===== src/hw/rtl/dmaq_ram.sv =====
`default_nettype none

// Generic memory with one write port and one registered read port.
module dmaq_ram #(
	parameter int WIDTH = 8,
	parameter int DEPTH = 16,
	localparam int AddrW = (DEPTH > 1) ? $clog2(DEPTH) : 1
) (
	input  wire logic             clk,
	input  wire logic             we,
	input  wire logic [AddrW-1:0] waddr,
	input  wire logic [WIDTH-1:0] wdata,
	input  wire logic             re,
	input  wire logic [AddrW-1:0] raddr,
	output logic      [WIDTH-1:0] rdata
);

	logic [WIDTH-1:0] mem_q [DEPTH];

	// Write port.
	always_ff @(posedge clk) begin
		if (we) begin
			mem_q[waddr] <= wdata;
		end
	end

	// Registered read port.
	always_ff @(posedge clk) begin
		if (re) begin
			rdata <= mem_q[raddr];
		end
	end

endmodule

`default_nettype wire


===== config.mk =====
export PLATFORM = sky130hd
export DESIGN_NAME = dmaq_ram
export DESIGN_NICKNAME = d
export VERILOG_FILES = /design/src/hw/rtl/dmaq_ram.sv
export SDC_FILE = /design/constraint.sdc
export NUM_CORES = 1
export LEC_CHECK = 0
export BUFFER_PORTS_ARGS = -buffer_cell sky130_fd_sc_hd__buf_4
export CAP_MARGIN = 20
export CORE_ASPECT_RATIO = 0.5
export CORE_UTILIZATION = 30
export CTS_CLUSTER_SIZE = 28
export DETAILED_ROUTE_END_ITERATION = 8
export PLACE_DENSITY = 0.47
export SYNTH_ARGS = -nofsm -noshare
export SYNTH_HDL_FRONTEND = slang
export SYNTH_SLANG_ARGS = --single-unit
export TNS_END_PERCENT = 1

===== constraint.sdc =====
create_clock -name clk -period 2.3 [get_ports clk]
set_input_delay 0.46 -clock clk [delete_from_list [all_inputs] [get_ports clk]]
set_output_delay 0.46 -clock clk [all_outputs]
set_load 0.1 [all_outputs]

==> flow_summary.toml, run 1 <==
[global_routing]
grt_pass1_wl_mm = 16.3
track_usage = 0.131
overflow = 0
grt_max_degree = 22
antenna_found_initial = 0
grt_pass1_vias = 2562

[sta]
finalSetupViolCount = 0
fin_crit_ps = 1710
worst_slew_pin_slew_ps = 478
slew_headroom = 0.680
hold_viol_final = 0
skew_ps = 9.43
tns_ps = 0
setup_slack_ps = 590
period_share = 0.743
rsz0062_at_grt = "false"
holdWs_ps = 354
timing.fmax_mhz = 585
drv_slew = 0

[die]
die_w_um = 189
die-area_um2 = 18000
start_util = 0.313
die_h_um = 95.3
core_area_um2 = 16700
pin_count = 27
placementRows = 33

[drt]
viasPerCell = 4.60
wire_per_inst_um = 20.5
num_vias = 2431
antenna_left = 0
routed_wl_mm = 10.8
drc = 0
dr.pass1.iters = 4
first_iter_violations = 235

[cts]
cts.path.max_buffers = 2
cts_tree = "done"
cts_hold_buffers = 0
cts_buffers = 17
htreeDepth = 4
post_cts_buffers = 0
clock-sinks = 136
insertion_delay_ps = 400
clockRootBuffer = "clkbuf_16"
cts-resized-gates = 0
clk_pin_slew_ps = 60

[logic_synthesis]
synth_mux_area_frac = 0.148
netlist_instances = 229
synth_nets = 248
ys_ff_latch = 136
yosys.area_share.simple = 0.0314
synth_top_family_by_area = "multiplexers"
syn-cell-area_um2 = 5230
post_synth.cell_area_avg_um2 = 22.8
synth_compound_area_frac = 0.0230
synthAdderAreaFrac = 0
ys_warn_count = 0
yosysSeqAreaShare = 0.781
synth.distinct_cells = 18
synth-xor-area-share = 0

[pwr]
share_comb_of_total_power = 0.063
p_sw_frac = 0.211
pwr-share-seq = 0.478
pwr-share-clk = 0.458
ir_drop_mv = 0.488
p_leak_nw = 2.14
internal_power_w = 0.00463
powerDensity_nw_per_um2 = 914
p_sw_w = 0.00124

[worst_setup_path]
crit_type = "primary input to flip-flop"
cp_cell_sequence = "buf_4 -> buf_12 -> mux4_1 -> a22oi_1 -> nand2_1"
cp_slowest_cell = "mux4_1"
start_kind = "primary input"
slowest_delay_ps = 590
cp.arrival_ps = 1850
crit_fanout = 21
crit_required_ps = 2440
cp-end-kind = "flip-flop"
worstRegToRegCells = 3

[layout]
mostFrequentLayoutCells = "edfxtp_1 (136), buf_4 (48), mux4_2 (18)"
drive_above_1_share = 0.322
nNetsFinal = 307
diodes = 0
area_growth_pct = 22.7
final_core_util = 0.384
layout_commonest_cell = "edfxtp_1"
final_cells = 528

[hold_path]
hold_depth = 1
hold_class = "primary input to flip-flop"

[placement]
place_ws_ps = 162
gp_congestion = 0.738
dp_cells = 496
dp_hpwl_mm = 6.88
portBuffers = 26

[run]
maxCapViolCount = 0

[outcome]
outcome = "complete, no violations"
worst max-delay path: cells and delay by family:
family	cells	cell delay, ps
muxes	1	590
buffers and inverters	2	350
and+or+nand+nor	1	100
AOI/OAI and AO/OA	1	350
cells in the mapped netlist:
master | n | area share
edfxtp_1 | 136 | 0.78
mux4_2 | 18 | 0.078
a22oi_1 | 16 | 0.023
mux4_1 | 14 | 0.070
nor2_1 | 13 | 0.0093
nand2_1 | 9 | 0.0065
nor3_1 | 4 | 0.0038
buf_2 | 3 | 0.0029
buf_6 | 3 | 0.0065
clkdlybuf4s25_2 | 3 | 0.0057
nand2b_1 | 2 | 0.0024
nand3b_1 | 2 | 0.0029
and2_1 | 1 | 0.0012
and2b_1 | 1 | 0.0014
buf_4 | 1 | 0.0014
nand3_1 | 1 | 0.00096
nor2b_1 | 1 | 0.0012
or3b_2 | 1 | 0.0017
per-layer routing:
layer  vias to the layer above  wire [µm]  part of all wire  GRT usage
met3                         4        609             0.056     0.0350
met1                      1273       5020              0.46      0.175
met5                         -          0                 0          0
li1                       1103          -                 -          -
met4                         0         40            0.0037     0.0464
met2                        51       5140              0.48      0.207
kinds of logic after synthesis:
| kind of cell | Yosys count |
|---|---|
| mux | 32 |
| flops | 136 |
| buf+inv | 10 |
| compound gates | 16 |
| simple gates | 35 |
power groups by stage:
stage / registers [W] / logic [W] / clock network, W
final: 0.00281 / 0.000370 / 0.00269
after global placement: 0.00286 / 0.000370 / 0
after floorplan: 0.00294 / 0.000141 / 0
after global routing: 0.00281 / 0.000397 / 0.00285
after detailed placement: 0.00286 / 0.000376 / 0
after CTS: 0.00281 / 0.000377 / 0.00274
final cells by class:
class                   count  area, µm²
clock inverters            12        153
multi-input cells          83       1060
flip-flops and latches    136       4080
clock buffers              20        437
fillers                  1512      10300
repair buffers             50        400
well taps                 227        284
sequential cells by signal, indices dropped and copies added, names as in the netlist:
register / cells
rdata: 8
mem_q: 128
path summary, 6_finish.rpt:
check,start,end,slack (ps)
worst max register to register,mem_q[0][0],rdata[0],680
worst min-delay path,re,rdata[2],350
worst min register to register,mem_q[8][2],rdata[2],750
worst max-delay path,raddr[0],rdata[3],590
through the flow:
| step | cell area, µm² | total power [W] |
|---|---|---|
| CTS | 6410 | 0.00593 |
| global placement | 5830 | 0.00323 |
| finish | 6410 | 0.00587 |
| global route | 6410 | 0.00606 |
| detailed placement | 5830 | 0.00323 |
| floorplan | 5230 | 0.00308 |
(Power assumes the default switching activity.)
==> inputs of run 2 (changes only) <==
Settings changed: ABC_AREA set to 1.
Clock period 2.3 ns to 1.7 ns, I/O delays scaled along.
==> run 2 against run 1 <==
Die area up 12%. Utilization decreased by 0.65 points. Routed wire length grew 36%. Sequential share of layout area shrank 5.9 points. Cell count rose by 65%. Combinational power increased by 66%.
==> flow_summary.toml, run 2 <==
[outcome]
outcome = "complete, no violations"

[worst_setup_path]
cp_top_family = "flip-flops"
cp.depth = 1
crit_end = "rdata[6]"
start_kind = "flip-flop"
cp_slowest_cell = "edfxtp_1"
worstRegToRegCells = 6
slowest_delay_ps = 390
crit_fanout = 1
cp_cell_sequence = "buf_4"
crit_required_ps = 1360
cp.arrival_ps = 1110
cp-end-kind = "primary output"
crit_type = "flip-flop to primary output"
crit_path_start = "rdata[6]"
r2r_end = "rdata[2]"
r2r_slack_ps = 470
path_buf_inv = 1
r2r_start = "mem_q[15][2]"

[logic_synthesis]
yosysSeqAreaShare = 0.698
ys_warn_count = 0
synth.distinct_cells = 11
yosysMostFrequentCell = "nand2_1"
async_reset_ff_frac = 0
yosysTopAreaCell = "edfxtp_1"
synth-main-ff-cell = "edfxtp_1"
ys_ff_latch = 136
synth_top_area_frac = 0.698
syn-cell-area_um2 = 5850
post_synth.cell_area_avg_um2 = 10.6
synth_common_cells = "nand2_1 (173), edfxtp_1 (136), inv_1 (100)"
synth_area_leaders = "edfxtp_1 (70%), nand2_1 (11%), nand3_1 (8.3%), inv_1 (6.4%), buf_6 (1.2%)"
netlist_instances = 551
synth_edf_count = 136
synth_nets = 570

[cts]
clk_pin_slew_ps = 60
cts_hold_buffers = 0
post_cts_buffers = 0
clock-sinks = 136
cts-resized-gates = 0
cts_buffers = 17
cts.path.max_buffers = 2
insertion_delay_ps = 410
cts_tree = "done"
clockRootBuffer = "clkbuf_16"
htreeDepth = 4

[layout]
largest_reg_flops = 128
area_growth_pct = 20.9
drive_above_1_share = 0.131
regMostFlops = "mem_q"
mostFrequentLayoutCells = "nand2_1 (173), edfxtp_1 (136), inv_1 (100)"
regArea_um2 = 4080
nNetsFinal = 615
num-fill-cells = 1882
multiInputGateArea_um2 = 1210
layout_commonest_cell = "nand2_1"
top_regs = "mem_q (128), rdata (8)"
finish.instance_area_um2 = 7070
final_cells = 869

[pwr]
powerDensity_nw_per_um2 = 1190
p_sw_w = 0.00185
p_sw_frac = 0.220
p_leak_nw = 2.99
ir_drop_mv = 0.735
share_comb_of_total_power = 0.074
pwr-share-seq = 0.453
internal_power_w = 0.00654
pwr-share-clk = 0.473

[sta]
skew_ps = 13.3
period_share = 0.851
rsz0062_at_grt = "false"
slew_headroom = 0.563
worst_slew_pin_slew_ps = 655
hold_viol_final = 0
drv_slew = 0
finalSetupViolCount = 0
fin_crit_ps = 1450
tns_ps = 0
timing.fmax_mhz = 691

[run]
maxCapViolCount = 0

[global_routing]
grt_max_degree = 47
overflow = 0
antenna_found_initial = 0
grt_pass1_wl_mm = 23.1
track_usage = 0.161
grt_pass1_vias = 3806

[drt]
wire_per_inst_um = 16.9
routed_wl_mm = 14.7
antenna_left = 0
num_vias = 3792
viasPerCell = 4.36
drc = 0
dr.pass1.iters = 4
first_iter_violations = 259

[die]
die_w_um = 199
start_util = 0.312
die-area_um2 = 20100
die_h_um = 101
core_area_um2 = 18700
placementRows = 35
pin_count = 27

[placement]
dp_cells = 836
place_area_um2 = 6430
dp_hpwl_mm = 8.84
gp_congestion = 0.737
portBuffers = 26

[hold_path]
hold_class = "primary input to flip-flop"
==> run 2: area by class of cell <==
type	instances	share of cell area
Antenna cell	1	0.000354
Clock buffer	19	0.0612
Clock inverter	13	0.0287
Inverter	102	0.0542
Multi-Input combinational cell	289	0.172
Sequential cell	136	0.578
Tap cell	259	0.0458
Timing Repair Buffer	50	0.0602
==> run 2: stage by stage <==
stage,worst slack (ps),total power [W],hold WS (ps),utilization
2_1_floorplan,409,0.00425,439,-
3_3_place_gp,33.5,0.00450,689,0.343
3_5_place_dp,6.04,0.00450,687,0.343
4_1_cts,217,0.00847,255,0.377
5_1_grt,214,0.00868,255,0.377
6_report,253,0.00838,261,0.377
==> run 2: kinds of logic after synthesis <==
family / synth area share
simple gates: 0.208
buf+inv: 0.0939
flops: 0.698
==> run 2: worst min path at each step <==
stage / from / to / slack [ps] / cells past startpoint
floorplan: wdata[0] / mem_q[0][0] / 440 / 0
global placement: wdata[5] / mem_q[7][5] / 690 / 1
detailed placement: wdata[5] / mem_q[7][5] / 690 / 1
CTS: wdata[5] / mem_q[12][5] / 250 / 1
global route: re / rdata[5] / 260 / 1
finish: wdata[5] / mem_q[12][5] / 260 / 1
==> run 2: routing by layer <==
layer  vias to the layer above  GRT usage  share of wire
met5                         -          0              0
met4                         0     0.0423         0.0061
met3                         8     0.0365          0.046
met2                        67      0.256           0.47
met1                      1845      0.223           0.48
li1                       1872          -              -
==> run 2: power by group through the flow <==
stage | Clock (W) | Sequential, W | Combinational, W
4_1_cts | 0.00404 | 0.00380 | 0.000625
3_3_place_gp | 0 | 0.00387 | 0.000624
6_report | 0.00397 | 0.00380 | 0.000616
5_1_grt | 0.00419 | 0.00381 | 0.000677
3_5_place_dp | 0 | 0.00387 | 0.000623
2_1_floorplan | 0 | 0.00398 | 0.000265
