--- src/hw/rtl/dmaq_pkg.sv ---
`default_nettype none

package dmaq_pkg;

	// Queue sizes.
	localparam int RING_DEPTH = 128;
	localparam int PRIO_DEPTH = 8;

	// Pointer and counter widths follow from the queue sizes.
	localparam int RING_PTR_W = (RING_DEPTH > 1) ? $clog2(RING_DEPTH) : 1;
	localparam int PRIO_IDX_W = (PRIO_DEPTH > 1) ? $clog2(PRIO_DEPTH) : 1;
	localparam int PRIO_CNT_W = $clog2(PRIO_DEPTH + 1);

	// Source bus boundary that a transfer may not cross (128 KiB).
	localparam logic [17:0] BANK_SIZE = 18'h20000;
	localparam logic [16:0] BANK_MASK = 17'h1FFFF;

	// Command kinds.
	typedef enum logic [1:0] {
		KIND_TRANSFER = 2'd0,
		KIND_SPRITE   = 2'd1,
		KIND_FILL     = 2'd2,
		KIND_COPY     = 2'd3
	} kind_t;

	// Item modes.
	typedef enum logic {
		MODE_PUSH = 1'b0,
		MODE_POP  = 1'b1
	} mode_t;

	// Sequencer states.
	typedef enum logic [1:0] {
		ST_IDLE,
		ST_PUSH_HEAD,
		ST_POP
	} state_t;

	// Input item.
	typedef struct packed {
		logic        mode;
		logic [1:0]  kind;
		logic [1:0]  target;
		logic [15:0] dest_addr;
		logic [23:0] source;
		logic [15:0] length;
		logic [7:0]  step;
	} cmd_in_t;

	// Result item.
	typedef struct packed {
		logic        empty_res;
		logic [1:0]  out_kind;
		logic [1:0]  out_target;
		logic [15:0] out_dest;
		logic [22:0] out_source;
		logic [15:0] out_length;
		logic [7:0]  out_step;
		logic        queues_drained;
	} cmd_out_t;

	// One normalized queue entry.
	typedef struct packed {
		logic [1:0]  kind;
		logic [1:0]  target;
		logic [15:0] dest;
		logic [22:0] src;
		logic [15:0] len;
		logic [7:0]  step;
	} qentry_t;

	// Result of the boundary split of one push.
	typedef struct packed {
		logic    split;
		qentry_t tail;
		qentry_t head;
	} split_t;

	// Ring entry, held in two memories.
	typedef struct packed {
		logic [15:0] dest;
		logic [22:0] src;
	} ring_addr_t;

	typedef struct packed {
		logic [1:0]  kind;
		logic [1:0]  target;
		logic [15:0] len;
		logic [7:0]  step;
	} ring_info_t;

	// Priority entry; its kind is always a sprite transfer.
	typedef struct packed {
		logic [1:0]  target;
		logic [15:0] dest;
		logic [22:0] src;
		logic [15:0] len;
		logic [7:0]  step;
	} prio_entry_t;

endpackage

`default_nettype wire

--- src/hw/rtl/dmaq_split.sv ---
`default_nettype none

// Normalizes a pushed command and splits a transfer that would cross a
// 128 KiB source boundary into a tail part and a shortened head part.
module dmaq_split (
	input  wire dmaq_pkg::cmd_in_t cmd,
	output dmaq_pkg::split_t       parts
);

	logic        is_xfer;
	logic [17:0] limit;
	logic [16:0] half;
	logic [24:0] src_sum;

	// Bytes left below the boundary and the words that fit in them.
	always_comb begin
		is_xfer = (cmd.kind == dmaq_pkg::KIND_TRANSFER) || (cmd.kind == dmaq_pkg::KIND_SPRITE);
		limit   = dmaq_pkg::BANK_SIZE - {1'b0, cmd.source[16:0] & dmaq_pkg::BANK_MASK};
		half    = limit[17:1];
		src_sum = {1'b0, cmd.source} + {7'b0, limit};
	end

	// Build both entries.
	always_comb begin
		parts.split = is_xfer && ({1'b0, cmd.length} > half);

		parts.tail.kind   = cmd.kind;
		parts.tail.target = cmd.target;
		parts.tail.dest   = cmd.dest_addr + limit[15:0];
		parts.tail.src    = src_sum[23:1];
		parts.tail.len    = cmd.length - half[15:0];
		parts.tail.step   = cmd.step;

		parts.head.kind   = cmd.kind;
		parts.head.target = cmd.target;
		parts.head.dest   = cmd.dest_addr;
		parts.head.src    = is_xfer ? cmd.source[23:1] : {7'b0, cmd.source[15:0]};
		parts.head.len    = parts.split ? half[15:0] : cmd.length;
		parts.head.step   = cmd.step;
	end

endmodule

`default_nettype wire

--- config.mk ---
export PLATFORM = sky130hd
export DESIGN_NAME = dmaq_split
export DESIGN_NICKNAME = d
export VERILOG_FILES = /design/src/hw/rtl/dmaq_pkg.sv /design/src/hw/rtl/dmaq_split.sv
export SDC_FILE = /design/constraint.sdc
export NUM_CORES = 1
export LEC_CHECK = 0
export BUFFER_PORTS_ARGS = -buffer_cell sky130_fd_sc_hd__buf_2
export CORE_ASPECT_RATIO = 1.4
export CORE_MARGIN = 2
export CORE_UTILIZATION = 47
export DETAILED_ROUTE_END_ITERATION = 8
export PLACE_DENSITY = 0.91
export RECOVER_POWER = 25
export SLEW_MARGIN = 20
export SYNTH_ARGS = -nofsm -noshare
export SYNTH_HDL_FRONTEND = slang
export SYNTH_SLANG_ARGS = --single-unit
--- constraint.sdc ---
create_clock -name vclk -period 4.9
set_clock_uncertainty 0.1 [all_clocks]
set_input_delay 0.49 -clock vclk [all_inputs]
set_output_delay 0.49 -clock vclk [all_outputs]
set_load 0.005 [all_outputs]
==> results of run 1 <==
synthesized netlist by cell type (3+ instances only):
| master | instances |
|---|---|
| a21boi_0 | 3 |
| buf_4 | 41 |
| o41ai_1 | 3 |
| o211ai_1 | 3 |
| o31ai_1 | 4 |
| nand2_1 | 30 |
| and2_1 | 5 |
| o21ai_0 | 16 |
| mux2_2 | 31 |
| xnor2_1 | 34 |
| o21ai_1 | 3 |
| inv_1 | 41 |
| nand4_1 | 5 |
| o21bai_1 | 4 |
| and3_1 | 4 |
| a31o_2 | 3 |
| nor3b_1 | 4 |
| or3_1 | 6 |
| a21oi_1 | 20 |
| nand3_1 | 16 |
| nor2_1 | 31 |
| a21o_1 | 11 |
| o21a_1 | 3 |
| clkbuf_1 | 9 |
| nor4_1 | 4 |
| nor2b_1 | 12 |
| nor3_1 | 14 |
| ha_1 | 50 |
| mux2i_1 | 12 |
| a31oi_1 | 3 |
| xor2_1 | 26 |
| or2_2 | 4 |
layout make-up:
class / instances / area, um^2 / share of cell area (%)
Multi-Input combinational cell: 395 / 3150 / 73.1
Tap cell: 97 / 121 / 2.82
Timing Repair Buffer: 176 / 886 / 20.6
Inverter: 41 / 154 / 3.57
layer usage:
metal	routed length (um)	vias to the layer above	global-route usage (%)
li1	-	1949	-
met1	4180	1794	25.1
met2	5660	127	47.8
met3	571	27	1.92
met4	250	0	6.27
met5	0	-	0
per-stage QoR:
step                setup TNS (ns)  area (um^2)  hold WS [ns]  instances
floorplan                        0         3630         0.935        491
global placement                 0         4270         0.880        709
detailed placement               0         4270         0.880        709
CTS                              0         4270         0.880        709
global route               -0.0718         4310         0.880        709
finish                           0         4310         0.880        709
how the worst max path moves through the flow:
| stage | start | end | slack [ns] | depth (start not counted) |
|---|---|---|---|---|
| 6_report | cmd[24] | parts[13] | 0.16 | 16 |
| 3_5_place_dp | cmd[24] | parts[129] | 0.09 | 16 |
| 3_3_place_gp | cmd[24] | parts[129] | 0.13 | 16 |
| 4_1_cts | cmd[24] | parts[129] | 0.09 | 16 |
| 5_1_grt | cmd[24] | parts[129] | -0.04 | 16 |
| 2_1_floorplan | cmd[29] | parts[15] | 0.54 | 13 |
logic make-up after synthesis:
family / Yosys count
AOI/OAI and AO/OA: 96
xor gates and xnor gates: 60
adders and majority gates: 52
buffers and inverters: 96
muxes: 43
and+or+nand+nor: 144
power breakdown:
| group | internal (mW) | switching, mW | total, mW | leakage (nW) |
|---|---|---|---|---|
| registers | 0 | 0 | 0 | 0 |
| logic | 0.252 | 0.278 | 0.530 | 2.27 |
| clock network | 0 | 0 | 0 | 0 |
| total | 0.252 | 0.278 | 0.530 | 2.27 |
repair_timing:
action | 4_1_cts | 5_1_grt
setup endpoints to repair | 0 | 19
resized for setup | 0 | 13
setup buffers | 0 | 0
==> metrics.md, run 1 <==
| Metric | Value |
|---|---|
| Fmax | `between 200 and 250 MHz` |
| Fin crit share | `96.7%` |
| Leakage | `~2.3 nW` |
| RD Place Congestion | `approximately 0.9` |
| Util after Layout | `58.2%` |
| Synth Area in Compound Gates | `about a fifth` |
| Dominant cell type by area after synthesis | `ha_1` |
| Synth Area in Simple Gates | `20.6%` |
| Commonest cells after routing, fill and taps aside | `buf_2, ha_1, inv_1, xnor2_1, mux2_2` |
| Critical Path, Cell by Cell | `buf_2, inv_1, ha_2, or4b_4, nor2_2, ha_2, ha_2, o21a_1, nor2_1, a211o_1, a21oi_1, o21bai_1, a2111o_1, buf_4, mux2_2, buf_2` |
| Final-layout clock buffer total | `0` |
| Via density | `approximately 5.5` |
| # hold bufs at CTS | `0` |
| Synth Instances | `491` |
| Grt total ovfl | `0` |
| Top-Level Pins | `around 200` |
| Setup ws final | `0.164 ns` |
| Post-Synth XOR/XNOR Area | `14.5%` |
| Slew @ Worst Pin | `around 0.58 ns` |
| Crit path launch type | `input pin` |
| CP most frequent cell | `ha_2` |
| Largest family of logic cells by synthesized area | `simple AND/OR/NAND/NOR gates` |
| Detail Route Antenna Nets | `0` |
| Die area | `0.00845 mm^2` |
| Slew margin rel. | `61.3%` |
| Fillcell total | `just under 700` |
| Worst Hold Endpoint | `parts[4]` |
| Minimum clock period | `about 4.7 ns` |
| Initial Util | `roughly half` |
| Final Hold Viols | `0` |
| WL final | `10700 um` |
| WL per Instance | `roughly 15 um` |
| Synth warn | `0` |
| Vias | `between 3000 and 4000` |
| Max Cap Violations | `0` |
| Largest net degree at the start of global routing | `29` |
| Max VDD drop | `0.0739 mV` |
| Crit path DAT | `between 4 and 5 ns` |
| Total GRT Usage | `a little under a quarter` |
| First-pass GRT wire length | `roughly 17000 um` |
| Multiplexer share of the synthesized area | `~13%` |
| Mean post-synth cell area | `~7.4 um^2` |
| Crit-path slowest cell | `or4b_4` |
| RSZ-0062 raised after global routing | `yes` |
| Worst slack at placement | `0.0929 ns` |
| Critical Path Fanout Max | `14` |
| Inserted Diodes | `0` |
| Worst min path class | `in -> out` |
| Syn Nets | `612` |
| WHS Path Cells | `0` |
| Status | `completed` |
| Residual DRC | `0` |
| Num sequential | `0` |
| Port bufs | `170` |
| CP max stage delay | `approximately 0.54 ns` |
| Initial antenna violation count | `0` |
| HPWL Detailed | `~9000 um` |
| Iteration-0 DRC Markers | `268` |
| Critical Path RT | `4.31 ns` |
| Placement row count | `37` |
| Sequential area share after synthesis | `0%` |
| Die Y | `around 110 um` |
| Core area | `around 0.0074 mm^2` |
| Initial DRT Pass Iterations | `5` |
| Synth Area in Adders | `between 10% and 20%` |
| Mapped Area | `0.00363 mm^2` |
| Number of global-route vias before repair | `between 3000 and 4000` |
| Post-synth top area share | `between 15 and 20%` |
| Kind of critical path | `in -> out` |
| # setup viols final | `0` |
| Commonest non-fill, non-tap cell in the layout | `buf_2` |
| CP top delay family | `compound AO/OA/AOI/OAI gates` |
| WP buf/inv | `4` |
| Worst Setup End Kind | `primary output` |
| Yosys cell types | `60` |
| Layout net count | `roughly 740` |
| Pwr/cell area | `123 mW/mm^2` |
| Layout area overhead | `18.8%` |
| Worst hold start | `cmd[4]` |
| Synth area leaders | `ha_1, mux2_2, buf_4` |
| Layout cells sized above 1 | `between 30% and 40%` |
| Width of the die | `78.2 um` |
| Total power | `roughly 530 uW` |
| Final Max Slew Viols | `0` |
| Register Area | `0 um^2` |
(Power assumes the default switching activity.)
==> run 2: changes to the inputs <==
--- a/config.mk
+++ b/config.mk
@@ -7,7 +7,6 @@
 export LEC_CHECK = 0
 export BUFFER_PORTS_ARGS = -buffer_cell sky130_fd_sc_hd__buf_2
 export CORE_ASPECT_RATIO = 1.4
-export CORE_MARGIN = 2
 export CORE_UTILIZATION = 47
 export DETAILED_ROUTE_END_ITERATION = 8
 export PLACE_DENSITY = 0.91
==> run 2 against run 1 <==
Global-route usage increased by 0.41 points. Fmax decreased by 0.49%. Worst setup slack got worse by 0.023 ns. Core utilization increased by 0.10 points. Final cell count unchanged. Worst hold slack about the same. Count of clock-buffer cells in the layout unchanged. Non-clock buffer count unchanged. Final area increased by 0.17%. Largest cell class unchanged. Critical path type unchanged. Combinational power increased by 0.8%. Sequential share of layout area unchanged.
==> metrics.md, run 2 (same netlist as run 1, synthesis figures left out) <==
| Metric | Value |
|---|---|
| Critical Path Fanout Max | `14` |
| Layout cells sized above 1 | `between 30 and 40%` |
| Design area | `around 0.0043 mm^2` |
| Core area | `approximately 0.0074 mm^2` |
| # hold bufs at CTS | `0` |
| Register Area | `0 um^2` |
| Grt total ovfl | `0` |
| Worst Hold Endpoint | `parts[4]` |
| Initial antenna violation count | `0` |
| Crit path launch type | `input pin` |
| Layout area overhead | `19.0%` |
| Placed Instance Area | `around 0.0043 mm^2` |
| RSZ-0062 raised after global routing | `no` |
| Initial DRT Pass Iterations | `4` |
| Status | `completed` |
| WL per Instance | `approximately 15 um` |
| Crit path DAT | `4.17 ns` |
| Layout net count | `~740` |
| Fin crit share | `a little over nine tenths` |
| Top-Level Pins | `slightly above 200` |
| Die Y | `106 um` |
| Detail Route Antenna Nets | `0` |
| Final Max Slew Viols | `0` |
| Fmax | `between 200 and 250 MHz` |
| Port bufs | `170` |
| Vias | `just under 4000` |
| WHS Path Cells | `0` |
| Iteration-0 DRC Markers | `197` |
| RD Place Congestion | `0.900` |
| Worst min path class | `in -> out` |
| Inserted Diodes | `0` |
| Kind of critical path | `in -> out` |
| Width of the die | `around 76 um` |
| Slew @ Worst Pin | `about 0.59 ns` |
| Commonest non-fill, non-tap cell in the layout | `buf_2` |
| Initial Util | `roughly half` |
| Largest net degree at the start of global routing | `29` |
| Critical Path RT | `~4.3 ns` |
| WL final | `roughly 10000 um` |
| Final Hold Viols | `0` |
| Final-layout clock buffer total | `0` |
| Util after Layout | `58.3%` |
| Leakage | `between 2 and 2.5 nW` |
| Die area | `0.00808 mm^2` |
| Placement row count | `37` |
| Max VDD drop | `0.0807 mV` |
| Max Cap Violations | `0` |
| Worst Setup End Kind | `primary output` |
| Via density | `5.55` |
| Num sequential | `0` |
| Residual DRC | `0` |
| Number of global-route vias before repair | `roughly 3800` |
| First-pass GRT wire length | `between 15000 and 20000 um` |
| Slew margin rel. | `between 60% and 70%` |
| Total GRT Usage | `23.8%` |
| # setup viols final | `0` |
| Pwr/cell area | `roughly 120 mW/mm^2` |
| Worst hold start | `cmd[4]` |
| HPWL Detailed | `9020 um` |
| Commonest cells after routing, fill and taps aside | `buf_2, ha_1, inv_1, xnor2_1` |
| Minimum clock period | `~4.8 ns` |
run 2: power by group:
part	switching, mW	leakage, nW	internal, mW
Clock	0	0	0
Combinational	0.279	2.27	0.254
Sequential	0	0	0
Total	0.279	2.27	0.254
run 2: through the flow:
step | std cells | hold WS [ns] | TNS, ns | setup WS (ns) | power, mW
5_1_grt | 709 | 0.880 | 0 | 0.00776 | 0.583
6_report | 709 | 0.880 | 0 | 0.140 | 0.534
3_3_place_gp | 709 | 0.880 | 0 | 0.0810 | 0.508
3_5_place_dp | 709 | 0.880 | -0.0112 | -0.0112 | 0.524
4_1_cts | 709 | 0.880 | 0 | 0.0530 | 0.528
2_1_floorplan | 491 | 0.935 | 0 | 0.537 | 0.336
run 2: layout make-up:
cell class	instances	area [um^2]
multi-input combinational	395	3140
fill	691	3090
timing repair buffer	176	900
inverter	41	154
tap	97	121
run 2: how the worst max path moves through the flow:
stage               slack, ns  cells after the start    start          to
global route            0.008                     15  cmd[25]   parts[15]
CTS                      0.05                     15  cmd[24]   parts[15]
detailed placement      -0.01                     16  cmd[24]  parts[129]
finish                   0.14                     15  cmd[24]   parts[15]
floorplan                0.54                     13  cmd[29]   parts[15]
global placement         0.08                     16  cmd[24]  parts[129]
run 2: what timing repair did:
| item | in CTS | in global routing |
|---|---|---|
| buffers inserted | 0 | 0 |
| endpoints found under the setup margin | 1 | 18 |
| pin swaps | 0 | 0 |
| resized for setup | 1 | 7 |
run 2: per-layer routing:
| metal | GRT usage (%) | up-vias | share of wire (%) |
|---|---|---|---|
| li1 | - | 1951 | - |
| met1 | 25.0 | 1836 | 39 |
| met2 | 48.6 | 120 | 54 |
| met3 | 1.97 | 31 | 4.2 |
| met4 | 7.55 | 0 | 2.6 |
| met5 | 0 | - | 0 |
run 2: worst max-delay path, cell delays in order:
cell,delay (ns)
buf_2,0.13
inv_1,0.14
ha_2,0.23
or4b_4,0.53
nor3_1,0.33
nand2_1,0.14
nor3_2,0.20
ha_1,0.33
ha_1,0.35
nand3_1,0.11
o21bai_1,0.18
a2111o_1,0.42
buf_12,0.17
mux2_2,0.28
buf_2,0.13
